### src/ctc_timer_prescaler_calc_defines.svh
// Assertion macros for the CTC timer prescaler calculator.
// Included by the RTL files that carry concurrent checks; no other dependencies.
`ifndef CTC_TIMER_PRESCALER_CALC_DEFINES_SVH
`define CTC_TIMER_PRESCALER_CALC_DEFINES_SVH
`ifndef SYNTHESIS
// Check an implication on every rising clock edge outside reset
`define CTC_ASSERT(lbl, clk, rstn, prop, msg) \
	lbl: assert property (@(posedge clk) disable iff (!rstn) prop) else $error(msg);
// Check that a condition never holds outside reset
`define CTC_NEVER(lbl, clk, rstn, cond, msg) \
	lbl: assert property (@(posedge clk) disable iff (!rstn) !(cond)) else $error(msg);
`else
`define CTC_ASSERT(lbl, clk, rstn, prop, msg)
`define CTC_NEVER(lbl, clk, rstn, cond, msg)
`endif
`endif

### src/ctc_pkg.sv
// Shared types, constants and the prescaler trial table of the CTC prescaler calculator.
// No dependencies; imported by the divider, the selector and the top level.
`timescale 1ns / 1ps
package ctc_pkg;

	localparam int REQ_W      = 20;
	localparam int CLOCK_W    = 26;
	localparam int USED_W     = 15;
	localparam int DIVIDEND_W = CLOCK_W - 1;
	localparam int REM_W      = USED_W;
	localparam int STEP_W     = 5;
	localparam int TRIAL_W    = 4;
	localparam int SHIFT_W    = 4;
	localparam int INDEX_W    = 3;
	localparam int FACTOR_W   = 11;
	localparam int CMP_W_W    = 16;
	localparam int CMP_N_W    = 8;
	localparam int IN_TDATA_W  = 24;
	localparam int OUT_TDATA_W = 72;

	localparam logic [CLOCK_W-1:0]    CLOCK_RESET    = CLOCK_W'(16000000);
	localparam logic [REQ_W-1:0]      MAX_REQUEST_HZ = REQ_W'(20000);
	localparam logic [STEP_W-1:0]     DIV_STEPS      = STEP_W'(DIVIDEND_W);
	localparam logic [TRIAL_W-1:0]    WIDE_COUNT     = TRIAL_W'(5);
	localparam logic [TRIAL_W-1:0]    TRIAL_COUNT    = TRIAL_W'(12);
	localparam logic [CMP_W_W-1:0]    WIDE_MAX       = 16'hFFFF;
	localparam logic [CMP_N_W-1:0]    NARROW_MAX     = 8'hFF;
	localparam logic [DIVIDEND_W-1:0] WIDE_LIMIT     = DIVIDEND_W'(17'h10000);
	localparam logic [DIVIDEND_W-1:0] NARROW_LIMIT   = DIVIDEND_W'(9'h100);

	// Result of both prescaler searches
	typedef struct packed {
		logic [CMP_W_W-1:0]  compare_wide;
		logic [INDEX_W-1:0]  prescale_wide_index;
		logic [FACTOR_W-1:0] divider_wide;
		logic                wide_no_fit;
		logic [CMP_N_W-1:0]  compare_narrow;
		logic [INDEX_W-1:0]  prescale_narrow_index;
		logic [FACTOR_W-1:0] divider_narrow;
		logic                narrow_no_fit;
	} ctc_result_t;

	// Log2 of the prescaler tried at each step: wide 1,8,64,256,1024,
	// then narrow 1,8,32,64,128,256,1024
	function automatic logic [SHIFT_W-1:0] trial_shift(input logic [TRIAL_W-1:0] t);
		logic [SHIFT_W-1:0] s;
		unique case (t)
			4'd0:    s = 4'd0;
			4'd1:    s = 4'd3;
			4'd2:    s = 4'd6;
			4'd3:    s = 4'd8;
			4'd4:    s = 4'd10;
			4'd5:    s = 4'd0;
			4'd6:    s = 4'd3;
			4'd7:    s = 4'd5;
			4'd8:    s = 4'd6;
			4'd9:    s = 4'd7;
			4'd10:   s = 4'd8;
			4'd11:   s = 4'd10;
			default: s = 4'd0;
		endcase
		return s;
	endfunction

endpackage

### src/ctc_div.sv
// Bit-serial restoring divider: one quotient bit per cycle.
// Depends on ctc_pkg for widths and the step count.
`timescale 1ns / 1ps
module ctc_div (
	input  logic                             clk,
	input  logic                             arst_n,
	input  logic                             start,
	input  logic [ctc_pkg::DIVIDEND_W-1:0]   dividend,
	input  logic [ctc_pkg::REM_W-1:0]        divisor,
	output logic                             done,
	output logic [ctc_pkg::DIVIDEND_W-1:0]   quotient
);
	import ctc_pkg::*;

	logic [REM_W-1:0]      rem_q;
	logic [REM_W-1:0]      dsr_q;
	logic [DIVIDEND_W-1:0] quo_q;
	logic [STEP_W-1:0]     cnt_q;
	logic                  busy_q;
	logic                  done_q;
	logic [REM_W:0]        trial;
	logic [REM_W:0]        diff;
	logic                  ge;

	// Shift in the next dividend bit and try a subtract
	assign trial = {rem_q, quo_q[DIVIDEND_W-1]};
	assign diff  = trial - {1'b0, dsr_q};
	assign ge    = trial >= {1'b0, dsr_q};

	// Control: step counter and completion pulse
	always_ff @(posedge clk or negedge arst_n) begin
		if (!arst_n) begin
			busy_q <= 1'b0;
			done_q <= 1'b0;
			cnt_q  <= '0;
		end else begin
			done_q <= 1'b0;
			if (start) begin
				busy_q <= 1'b1;
				cnt_q  <= '0;
			end else if (busy_q) begin
				cnt_q <= cnt_q + STEP_W'(1);
				if (cnt_q == DIV_STEPS - STEP_W'(1)) begin
					busy_q <= 1'b0;
					done_q <= 1'b1;
				end
			end
		end
	end

	// Datapath: remainder and quotient shift register
	always_ff @(posedge clk) begin
		if (start) begin
			rem_q <= '0;
			dsr_q <= divisor;
			quo_q <= dividend;
		end else if (busy_q) begin
			rem_q <= ge ? diff[REM_W-1:0] : trial[REM_W-1:0];
			quo_q <= {quo_q[DIVIDEND_W-2:0], ge};
		end
	end

	assign done     = done_q;
	assign quotient = quo_q;

endmodule

### src/ctc_sel.sv
// Prescaler search: walks the trial table with one shift-and-compare unit.
// Depends on ctc_pkg for the trial table, limits and the result struct.
`timescale 1ns / 1ps
module ctc_sel (
	input  logic                           clk,
	input  logic                           arst_n,
	input  logic                           start,
	input  logic [ctc_pkg::DIVIDEND_W-1:0] quotient,
	output logic                           done,
	output ctc_pkg::ctc_result_t           result
);
	import ctc_pkg::*;

	logic                  active_q;
	logic                  done_q;
	logic [TRIAL_W-1:0]    trial_q;
	ctc_result_t           res_q;
	logic [SHIFT_W-1:0]    shift;
	logic [DIVIDEND_W-1:0] q_sh;
	logic [DIVIDEND_W-1:0] q_dec;
	logic                  is_wide;
	logic                  fit;
	logic                  last_in_group;
	logic [INDEX_W-1:0]    local_idx;
	logic [FACTOR_W-1:0]   factor;

	// Candidate quotient for this prescaler and its fit test
	assign shift         = trial_shift(trial_q);
	assign q_sh          = quotient >> shift;
	assign q_dec         = q_sh - DIVIDEND_W'(1);
	assign is_wide       = trial_q < WIDE_COUNT;
	assign fit           = (q_sh != '0) && (q_sh <= (is_wide ? WIDE_LIMIT : NARROW_LIMIT));
	assign last_in_group = (trial_q == WIDE_COUNT - TRIAL_W'(1)) ||
	                       (trial_q == TRIAL_COUNT - TRIAL_W'(1));
	assign local_idx     = is_wide ? trial_q[INDEX_W-1:0] : INDEX_W'(trial_q - WIDE_COUNT);
	assign factor        = FACTOR_W'(1) << shift;

	// Sequencer: advance through the trials, skip the rest of a group on a fit
	always_ff @(posedge clk or negedge arst_n) begin
		if (!arst_n) begin
			active_q <= 1'b0;
			done_q   <= 1'b0;
			trial_q  <= '0;
		end else begin
			done_q <= 1'b0;
			if (start) begin
				active_q <= 1'b1;
				trial_q  <= '0;
			end else if (active_q) begin
				if (!is_wide && (fit || last_in_group)) begin
					active_q <= 1'b0;
					done_q   <= 1'b1;
				end else if (fit) begin
					trial_q <= WIDE_COUNT;
				end else begin
					trial_q <= trial_q + TRIAL_W'(1);
				end
			end
		end
	end

	// Record the chosen prescaler or the saturated answer of a group
	always_ff @(posedge clk) begin
		if (active_q && !start) begin
			if (is_wide) begin
				if (fit) begin
					res_q.compare_wide        <= q_dec[CMP_W_W-1:0];
					res_q.prescale_wide_index <= local_idx;
					res_q.divider_wide        <= factor;
					res_q.wide_no_fit         <= 1'b0;
				end else if (last_in_group) begin
					res_q.compare_wide        <= WIDE_MAX;
					res_q.prescale_wide_index <= '0;
					res_q.divider_wide        <= FACTOR_W'(1);
					res_q.wide_no_fit         <= 1'b1;
				end
			end else begin
				if (fit) begin
					res_q.compare_narrow        <= q_dec[CMP_N_W-1:0];
					res_q.prescale_narrow_index <= local_idx;
					res_q.divider_narrow        <= factor;
					res_q.narrow_no_fit         <= 1'b0;
				end else if (last_in_group) begin
					res_q.compare_narrow        <= NARROW_MAX;
					res_q.prescale_narrow_index <= '0;
					res_q.divider_narrow        <= FACTOR_W'(1);
					res_q.narrow_no_fit         <= 1'b1;
				end
			end
		end
	end

	assign done   = done_q;
	assign result = res_q;

endmodule

### src/ctc_timer_prescaler_calc.sv
// Top level of the CTC timer prescaler calculator: handshakes, clock register,
// sequencing and the output register. Depends on ctc_pkg, ctc_div, ctc_sel and the defines header.
`timescale 1ns / 1ps
`include "ctc_timer_prescaler_calc_defines.svh"
//
// Usage:
//   cfg_valid/cfg_ready/cfg_data writes the timer clock in hertz (reset 16000000);
//   cfg_ready is always high. Write it only while no request is in flight.
//   s_axis carries one requested frequency per beat; m_axis returns one result
//   beat per request with the clamped frequency and, for the 16-bit and the
//   8-bit timer, the compare value, prescaler index, division factor and a
//   no-fit flag.
// Timing:
//   A request is accepted, then divided in the bit-serial divider (clock/2
//   divided by the frequency, one quotient bit per cycle); the divider's done
//   pulse starts the shared shift-and-compare search, whose result is loaded
//   into the output register. One request is in work at a time: s_axis_tready
//   is high only while the sequencer is idle, so a new request is accepted
//   only once the last result has been loaded into the output register.
//   The output register lets a new request be accepted while a result waits;
//   if that next result finishes before the old one is taken, it holds in the
//   search unit until the receiver raises m_axis_tready.
// Reset: arst_n clears the sequencer and the output valid and restores the clock.
module ctc_timer_prescaler_calc (
	input  logic                             clk,
	input  logic                             arst_n,
	input  logic                             cfg_valid,
	output logic                             cfg_ready,
	input  logic [ctc_pkg::CLOCK_W-1:0]      cfg_data,
	input  logic                             s_axis_tvalid,
	output logic                             s_axis_tready,
	// s_axis_tdata, from bit 0: requested_hz[19:0], zero fill
	input  logic [ctc_pkg::IN_TDATA_W-1:0]   s_axis_tdata,
	output logic                             m_axis_tvalid,
	input  logic                             m_axis_tready,
	// m_axis_tdata, from bit 0: used_hz[14:0], compare_wide[15:0],
	// prescale_wide_index[2:0], divider_wide[10:0], wide_no_fit,
	// compare_narrow[7:0], prescale_narrow_index[2:0], divider_narrow[10:0],
	// narrow_no_fit, zero fill
	output logic [ctc_pkg::OUT_TDATA_W-1:0]  m_axis_tdata
);
	import ctc_pkg::*;

	typedef enum logic [3:0] {
		ST_IDLE = 4'b0001,
		ST_DIV  = 4'b0010,
		ST_SEL  = 4'b0100,
		ST_HOLD = 4'b1000
	} state_t;

	state_t                 state_q;
	logic [CLOCK_W-1:0]     clock_q;
	logic [USED_W-1:0]      used_q;
	logic                   out_valid_q;
	logic [OUT_TDATA_W-1:0] out_data_q;
	logic [REQ_W-1:0]       req;
	logic [USED_W-1:0]      used_hz;
	logic                   in_accept;
	logic                   slot_free;
	logic                   load_out;
	logic                   div_done;
	logic [DIVIDEND_W-1:0]  quotient;
	logic                   sel_done;
	ctc_result_t            res;

	// Clamp the request into the usable range
	assign req       = s_axis_tdata[REQ_W-1:0];
	assign used_hz   = ((req == '0) || (req > MAX_REQUEST_HZ)) ?
	                   MAX_REQUEST_HZ[USED_W-1:0] : req[USED_W-1:0];
	assign in_accept = s_axis_tvalid && s_axis_tready;

	// Hold the timer clock register
	assign cfg_ready = 1'b1;
	always_ff @(posedge clk or negedge arst_n) begin
		if (!arst_n) begin
			clock_q <= CLOCK_RESET;
		end else if (cfg_valid) begin
			clock_q <= cfg_data;
		end
	end

	always_ff @(posedge clk) begin
		if (in_accept) begin
			used_q <= used_hz;
		end
	end

	ctc_div u_div (
		.clk      (clk),
		.arst_n   (arst_n),
		.start    (in_accept),
		.dividend (clock_q[CLOCK_W-1:1]),
		.divisor  (used_hz),
		.done     (div_done),
		.quotient (quotient)
	);

	ctc_sel u_sel (
		.clk      (clk),
		.arst_n   (arst_n),
		.start    (div_done),
		.quotient (quotient),
		.done     (sel_done),
		.result   (res)
	);

	// Sequence one request through divide, search and output load
	assign slot_free     = !out_valid_q || m_axis_tready;
	assign load_out      = ((state_q == ST_SEL) && sel_done && slot_free) ||
	                       ((state_q == ST_HOLD) && slot_free);
	assign s_axis_tready = (state_q == ST_IDLE);

	always_ff @(posedge clk or negedge arst_n) begin
		if (!arst_n) begin
			state_q <= ST_IDLE;
		end else begin
			unique case (state_q)
				ST_IDLE: begin
					if (in_accept) state_q <= ST_DIV;
				end
				ST_DIV: begin
					if (div_done) state_q <= ST_SEL;
				end
				ST_SEL: begin
					if (sel_done) state_q <= slot_free ? ST_IDLE : ST_HOLD;
				end
				ST_HOLD: begin
					if (slot_free) state_q <= ST_IDLE;
				end
				default: state_q <= ST_IDLE;
			endcase
		end
	end

	// Output register: load a finished result, drop valid when taken
	always_ff @(posedge clk or negedge arst_n) begin
		if (!arst_n) begin
			out_valid_q <= 1'b0;
		end else if (load_out) begin
			out_valid_q <= 1'b1;
		end else if (m_axis_tready) begin
			out_valid_q <= 1'b0;
		end
	end

	always_ff @(posedge clk) begin
		if (load_out) begin
			out_data_q <= {3'b000,
			               res.narrow_no_fit, res.divider_narrow,
			               res.prescale_narrow_index, res.compare_narrow,
			               res.wide_no_fit, res.divider_wide,
			               res.prescale_wide_index, res.compare_wide,
			               used_q};
		end
	end

	assign m_axis_tvalid = out_valid_q;
	assign m_axis_tdata  = out_data_q;

	`CTC_ASSERT(a_div_done_in_div, clk, arst_n, div_done |-> (state_q == ST_DIV), "divider finished outside the divide state")
	`CTC_ASSERT(a_sel_done_in_sel, clk, arst_n, sel_done |-> (state_q == ST_SEL), "search finished outside the search state")
	`CTC_NEVER(a_wide_no_fit_sat, clk, arst_n, load_out && res.wide_no_fit && ((res.compare_wide != WIDE_MAX) || (res.divider_wide != FACTOR_W'(1))), "wide no-fit result not saturated")
	`CTC_NEVER(a_narrow_no_fit_sat, clk, arst_n, load_out && res.narrow_no_fit && ((res.compare_narrow != NARROW_MAX) || (res.divider_narrow != FACTOR_W'(1))), "narrow no-fit result not saturated")

endmodule

### config.mk
export PLATFORM = sky130hd
export DESIGN_NAME = ctc_timer_prescaler_calc
export DESIGN_NICKNAME = d
export VERILOG_FILES = /design/src/ctc_pkg.sv /design/src/ctc_div.sv /design/src/ctc_sel.sv /design/src/ctc_timer_prescaler_calc.sv
export VERILOG_INCLUDE_DIRS = /design/src /design/src/src
export SDC_FILE = /design/constraint.sdc
export NUM_CORES = 1
export LEC_CHECK = 0
export BUFFER_PORTS_ARGS = -buffer_cell sky130_fd_sc_hd__buf_2
export CORE_ASPECT_RATIO = 1.2
export CORE_MARGIN = 2
export CORE_UTILIZATION = 47
export DETAILED_ROUTE_END_ITERATION = 8
export PLACE_DENSITY_LB_ADDON = 0.15
export SETUP_SLACK_MARGIN = 0.02
export SYNTH_ARGS = -nofsm -noshare
export SYNTH_HDL_FRONTEND = slang
export SYNTH_HIERARCHICAL = 1
export SYNTH_SLANG_ARGS = --single-unit
### constraint.sdc
create_clock -name clk -period 8.36 [get_ports clk]
set_input_delay 1.254 -clock clk [delete_from_list [all_inputs] [get_ports clk]]
set_output_delay 1.254 -clock clk [all_outputs]
set_load 0.005 [all_outputs]
After elaboration in Yosys (flattened, before gate mapping)
Memory sizes are Yosys's and may differ from the RTL's.
Index checks and enable logic that the tools add are counted.

word-level totals
  bits of input ports = 55
  register bits after elaboration = 222
  memories = 1
  logic and storage cells = 106
  ROM bits = 64

operators by class
  reductions and logical operators = 25
  order comparisons = 4
  add/sub/neg operators = 5
  equality and inequality tests = 12
  shift operators = 2
  mux-type cells = 35
  bitwise operators = 1

memory list
  name              depth  width  read ports  clocked after Yosys merged registers in  wr ports  line           RTL
  (name not given)  16     4      1           0                                        0         ctc_pkg.sv:47  unique case (t)

operators with widths
  kind                                                             number
  two-way mux 31 bit                                               2
  two-way mux 25 bit                                               2
  two-way mux 23 bit                                               2
  two-way mux 4 bit                                                9
  less-or-equal comparator 25 x 17 -> 1 bit                        1
  nonzero test 25 bit                                              1
  >> shifter 25 x 4 -> 25 bit                                      1
  greater-than comparator 20 x 15 -> 1 bit, second input constant  1
  zero test 20 bit                                                 1
  two-way mux 17 bit                                               1
  greater-or-equal comparator 16 x 15 -> 1 bit                     1
  case mux 4 bit (4 select lines)                                  1
  subtractor 16 x 1 -> 16 bit, second input constant               1
  two-way mux 15 bit                                               1
  subtractor 15 bit                                                1
  two-way mux 1 bit                                                14
  << shifter 1 x 4 -> 11 bit, first input constant                 1
  two-way mux 5 bit                                                2
  equality test 4 x 3 -> 1 bit, second input constant              2
  equality test 4 bit, second input constant                       2
  nonzero test 2 bit                                               4
  logical AND 1 bit                                                7
  inequality test 2 x 1 -> 1 bit, second input constant            3
  AND reduction 3 bit                                              2
  14 further kinds                                                 21

Longest topological paths before layout
  word-level depth = 9
  depth in mapped cells = 20
  gate-level depth less buffers = 16

By module
The synthesis kept the hierarchy.

by module, submodules not included
  module                    times used  cells an instance  area an instance (um2)  sequential area each (um2)
  ctc_sel                   1           418                4321.6                  1771.7
  ctc_timer_prescaler_calc  1           213                4047.6                  3283.1
  ctc_div                   1           288                3318.2                  1676.6

Least setup slack after synthesis
OpenSTA, ideal clock, no wires.

  path type = register -> register
  start = register u_sel.trial_q[1]
  end = register u_sel.res_q (netlist bit u_sel/result[0]) (enable)
  period minus slack after synthesis = 5.827 ns
  stages on the path, launching flop included = 20
  path buffers = 4
  data required time = 7.935 ns
  slack = 2.533 ns
  arrival = 5.401 ns
  path through = dfrtp_1 inv_1 ha_1 or3_1 o21ai_2 buf_2 buf_6 buf_2 mux2i_1 mux2i_1 mux4_2 inv_1 ha_1 nand4_1 nor4b_2 nor2_1 nor2_2 inv_2 buf_6 a2111oi_2

between the ends
  cells in the longest elaborated chain, start to end = 6
  elaborated cells between the ends (all ways) = 13
  those cells by class = 2 x order compare; 2 x eq/ne; 1 x shift; 1 x mux; 1 x bitwise; 5 x reduce/logical; 1 x memory

RTL lines
  element                                                                                  line                          RTL
  start: declaration                                                                       ctc_sel.sv:16                 logic [TRIAL_W-1:0] trial_q;
  start signal: assignment                                                                 ctc_sel.sv:56                 trial_q <= trial_q + TRIAL_W'(1);
  memory read (16 x 4 bit) / less-than comparator 4 x 3 -> 1 bit (equally long branches)   -
  >> shifter 25 x 4 -> 25 bit / two-way mux 17 bit (equally long branches)                 ctc_sel.sv:29, ctc_sel.sv:32
  less-or-equal comparator 25 x 17 -> 1 bit / nonzero test 25 bit (equally long branches)  ctc_sel.sv:32                 assign fit = (q_sh != '0) && (q_sh <= (is_wide ? WIDE_LIMIT : NARROW_LIMIT));
  logical AND 1 bit                                                                        ctc_sel.sv:32
  nonzero test 2 bit (no source line)                                                      -
  AND reduction 3 bit (no source line) (*)                                                 -
  end: declaration                                                                         ctc_sel.sv:17                 ctc_result_t res_q;

Every way passes the cells marked *; elsewhere a longest branch is shown, timed or not.
A chain may end at the register's enable or synchronous reset.

Worst setup path after layout
  start = register u_sel.trial_q[1]
  end = register u_sel.res_q (netlist bit u_sel/result[44]) (enable)

The elaborated chain is that of the path after synthesis.

==> flow_metrics.env <==
export IMPL_routedWlPerCell_um=16.95
export IMPL_ys_types=99
export IMPL_dieWidth_um=148.0
export IMPL_drive_gt1_frac=0.2786
export IMPL_insertion_delay_ns=0.51
export IMPL_cts_resized=0
export IMPL_htreeDepth=1
export IMPL_die_height_um=176.7
export IMPL_avgSynthCellArea_um2=12.72
export IMPL_syn_area_um2=11690
export IMPL_synth_edf_count=178
export IMPL_hold_viol=0
export IMPL_post_cts_setup_buffers=0
export IMPL_synth_seq_cells=236
export IMPL_first_global_vias=7315
export IMPL_ff2ff_path_depth=17
export IMPL_detail_route_iter0_violations=387
export IMPL_postRouteWirelength_um=23270
export IMPL_startpoint_type="register"
export IMPL_layout_setup_ws_ns=2.511
export IMPL_grt_max_degree=74
export IMPL_fin_tns_setup_ns=0
export IMPL_clk_pin_slew_worst_paths_ns=0.06
export IMPL_rsz0062_at_grt="false"
export IMPL_comb_power_share=0.511
export IMPL_crit_type="reg2reg"
export IMPL_dp_hpwl_um=16530
export IMPL_switching_share=0.4075
export IMPL_end_kind="register"
export IMPL_dieArea_um2=26150
export IMPL_cp_max_fo=31
export IMPL_internal_power_w=0.003344
export IMPL_post_place_ws_ns=2.533
export IMPL_diodes=0
export IMPL_worst_pin_slew_ns=0.9852
export IMPL_clock_root_buffer="clkbuf_16"
export IMPL_max_slew_margin=0.3432
export IMPL_fin_crit_sh=0.6997
export IMPL_min_delay_path_class="reg2reg"
export IMPL_ir_drop_mv=0.2026
export IMPL_status="complete, no violations"
export IMPL_initial_utilization=0.4752
export IMPL_grt_pass1_wl_um=37470
export IMPL_final_antenna_net_count=0
export IMPL_p_total_w=0.005644
export IMPL_overflow=0
export IMPL_p_leak_nw=5.078
export IMPL_cts_tree="done"
export IMPL_cts_sinks=236
export IMPL_yosysSeqAreaShare=0.5760
export IMPL_clk_path_buf_depth=3
export IMPL_p_seq_frac=0.308
export IMPL_max_cap_violations=0
export IMPL_ys_async_sr_fraction=0.1822
export IMPL_powerDensity_nw_per_um2=424.2
export IMPL_holdBufCountCts=0
export IMPL_holdPathStages=0
export IMPL_worstPathRequired_ns=8.52
export IMPL_mostFrequentLayoutCells="178 x edfxtp_1, 120 x buf_2, 63 x nand2_1"
export IMPL_dr_total_vias=7580
export IMPL_arrival_ns=6.01
export IMPL_drt_vias_per_instance=5.521
export IMPL_route_detailed_drc=0
export IMPL_fin_crit_ns=5.849
export IMPL_fmax_mhz=171.0
export IMPL_antenna_found_initial=0
export IMPL_cts_made_buffers=24
export IMPL_p_clk_frac=0.181
export IMPL_first_pass_iters=5
export IMPL_yosysWarningCount=6
export IMPL_slew_viol_final=0
export IMPL_gp_congestion=0.8923
export IMPL_grt_total_usage=0.1776
export IMPL_portBuffers=120
export IMPL_p_sw_w=0.002300
export IMPL_nets=1115
export IMPL_fin_worst_skew_ns=0.008554
export IMPL_final_common_cell="edfxtp_1"
export IMPL_setup_viol=0
export IMPL_io_pins=130
export IMPL_postSynthCellCount=919
export IMPL_core_area_um2=24590
export IMPL_row_count=63
export IMPL_area_growth_pct=13.82
export IMPL_synth_flop_cell="edfxtp_1"
-- area by class of cell --
class	count	area, um^2
clock buffer	30	644.4
sequential	236	6731
multi-input combinational	604	4597
inverter	37	138.9
clock inverter	12	116.4
fill	2166	11290
tap	325	406.6
timing repair buffer	129	668.1
-- worst max-delay path: stages, from the launching register on --
cell and delay [ns]:
dfrtp_1 0.59, inv_1 0.16, ha_1 0.38, nor2b_2 0.32, o21a_1 0.41, o211ai_1 0.27, mux2_2 0.34, a21o_1 0.18
mux2i_1 0.52, ha_1 0.24, nand3_1 0.08, nor4b_2 0.27, nor2_1 0.08, nor2_2 0.49, inv_2 0.35, o21ai_1 0.20
and4_1 0.20, buf_4 0.37
-- power by group through the flow --
stage               clock network (W)  registers [W]  logic, W
floorplan                           0        0.00169   0.00236
global placement                    0        0.00176   0.00283
detailed placement                  0        0.00176   0.00286
CTS                           0.00106        0.00174   0.00287
global route                  0.00111        0.00177   0.00320
finish                        0.00102        0.00174   0.00288
-- Yosys cell counts (10+ instances only) --
| master | instances | share of area |
|---|---|---|
| edfxtp_1 | 178 | 0.46 |
| a21o_1 | 10 | 0.0064 |
| inv_1 | 35 | 0.011 |
| ha_1 | 27 | 0.029 |
| buf_2 | 13 | 0.0056 |
| mux2i_1 | 48 | 0.041 |
| a21boi_0 | 11 | 0.0071 |
| a21oi_1 | 25 | 0.011 |
| dfxtp_1 | 15 | 0.026 |
| a211oi_1 | 16 | 0.010 |
| mux2_2 | 57 | 0.055 |
| o211ai_1 | 14 | 0.0090 |
| nand2_1 | 63 | 0.020 |
| xnor2_1 | 19 | 0.014 |
| nor3_1 | 13 | 0.0056 |
| xor2_1 | 12 | 0.0090 |
| nand3_1 | 27 | 0.012 |
| clkbuf_1 | 13 | 0.0042 |
| o21ai_0 | 29 | 0.012 |
| dfrtp_1 | 35 | 0.075 |
| nor2_1 | 57 | 0.018 |
-- flip-flops by register name, indices dropped and copies added (netlist names) --
register        flops
m_axis_tdata       69
u_div/done          1
u_sel/active_q      1
u_div/dsr_q        15
u_sel/result       54
m_axis_tvalid       1
u_div/quotient     25
u_div/cnt_q         5
clock_q            25
used_q             15
u_sel/done          1
u_sel/trial_q       4
state_q             4
u_div/busy_q        1
u_div/rem_q        15
-- worst paths after layout --
check,start,end,slack (ns)
worst max-delay path,u_sel/trial_q[1],u_sel/result[44],2.51
worst min-delay path,used_q[2],m_axis_tdata[2],0.42
worst max register to register,u_sel/trial_q[1],u_sel/result[44],2.51
worst min register to register,used_q[2],m_axis_tdata[2],0.42
max in group asynchronous,arst_n,clock_q[1],6.83
min in group asynchronous,arst_n,state_q[2],0.90
-- kinds of logic after synthesis --
family                     synth area share
and+or+nand+nor                      0.1133
DFF                                  0.5760
AOI/OAI and AO/OA                    0.1203
muxes                                0.1028
buffers and inverters               0.03319
xor gates and xnor gates            0.02323
adders and majority gates           0.03062
other                             0.0006426
-- metal layers --
layer / routed length [um] / part of all wire / vias up / global-route usage
met3: 1086 / 0.047 / 44 / 0.02603
li1: - / - / 3692 / -
met4: 541 / 0.023 / 0 / 0.05397
met2: 12020 / 0.52 / 215 / 0.3252
met5: 0 / 0 / - / 0
met1: 9619 / 0.41 / 3629 / 0.2167
-- through the flow --
step / cells / instance area, um^2 / hold slack, ns / util
after CTS: 1373 / 13300 / 0.4167 / 0.5409
after detailed placement: 1331 / 12540 / 0.4045 / 0.5100
after global routing: 1373 / 13300 / 0.4221 / 0.5409
final: 1373 / 13300 / 0.4173 / 0.5409
after floorplan: 921 / 11700 / 0.4003 / -
after global placement: 1331 / 12540 / 0.4003 / 0.5100
(Power assumes the default switching activity.)
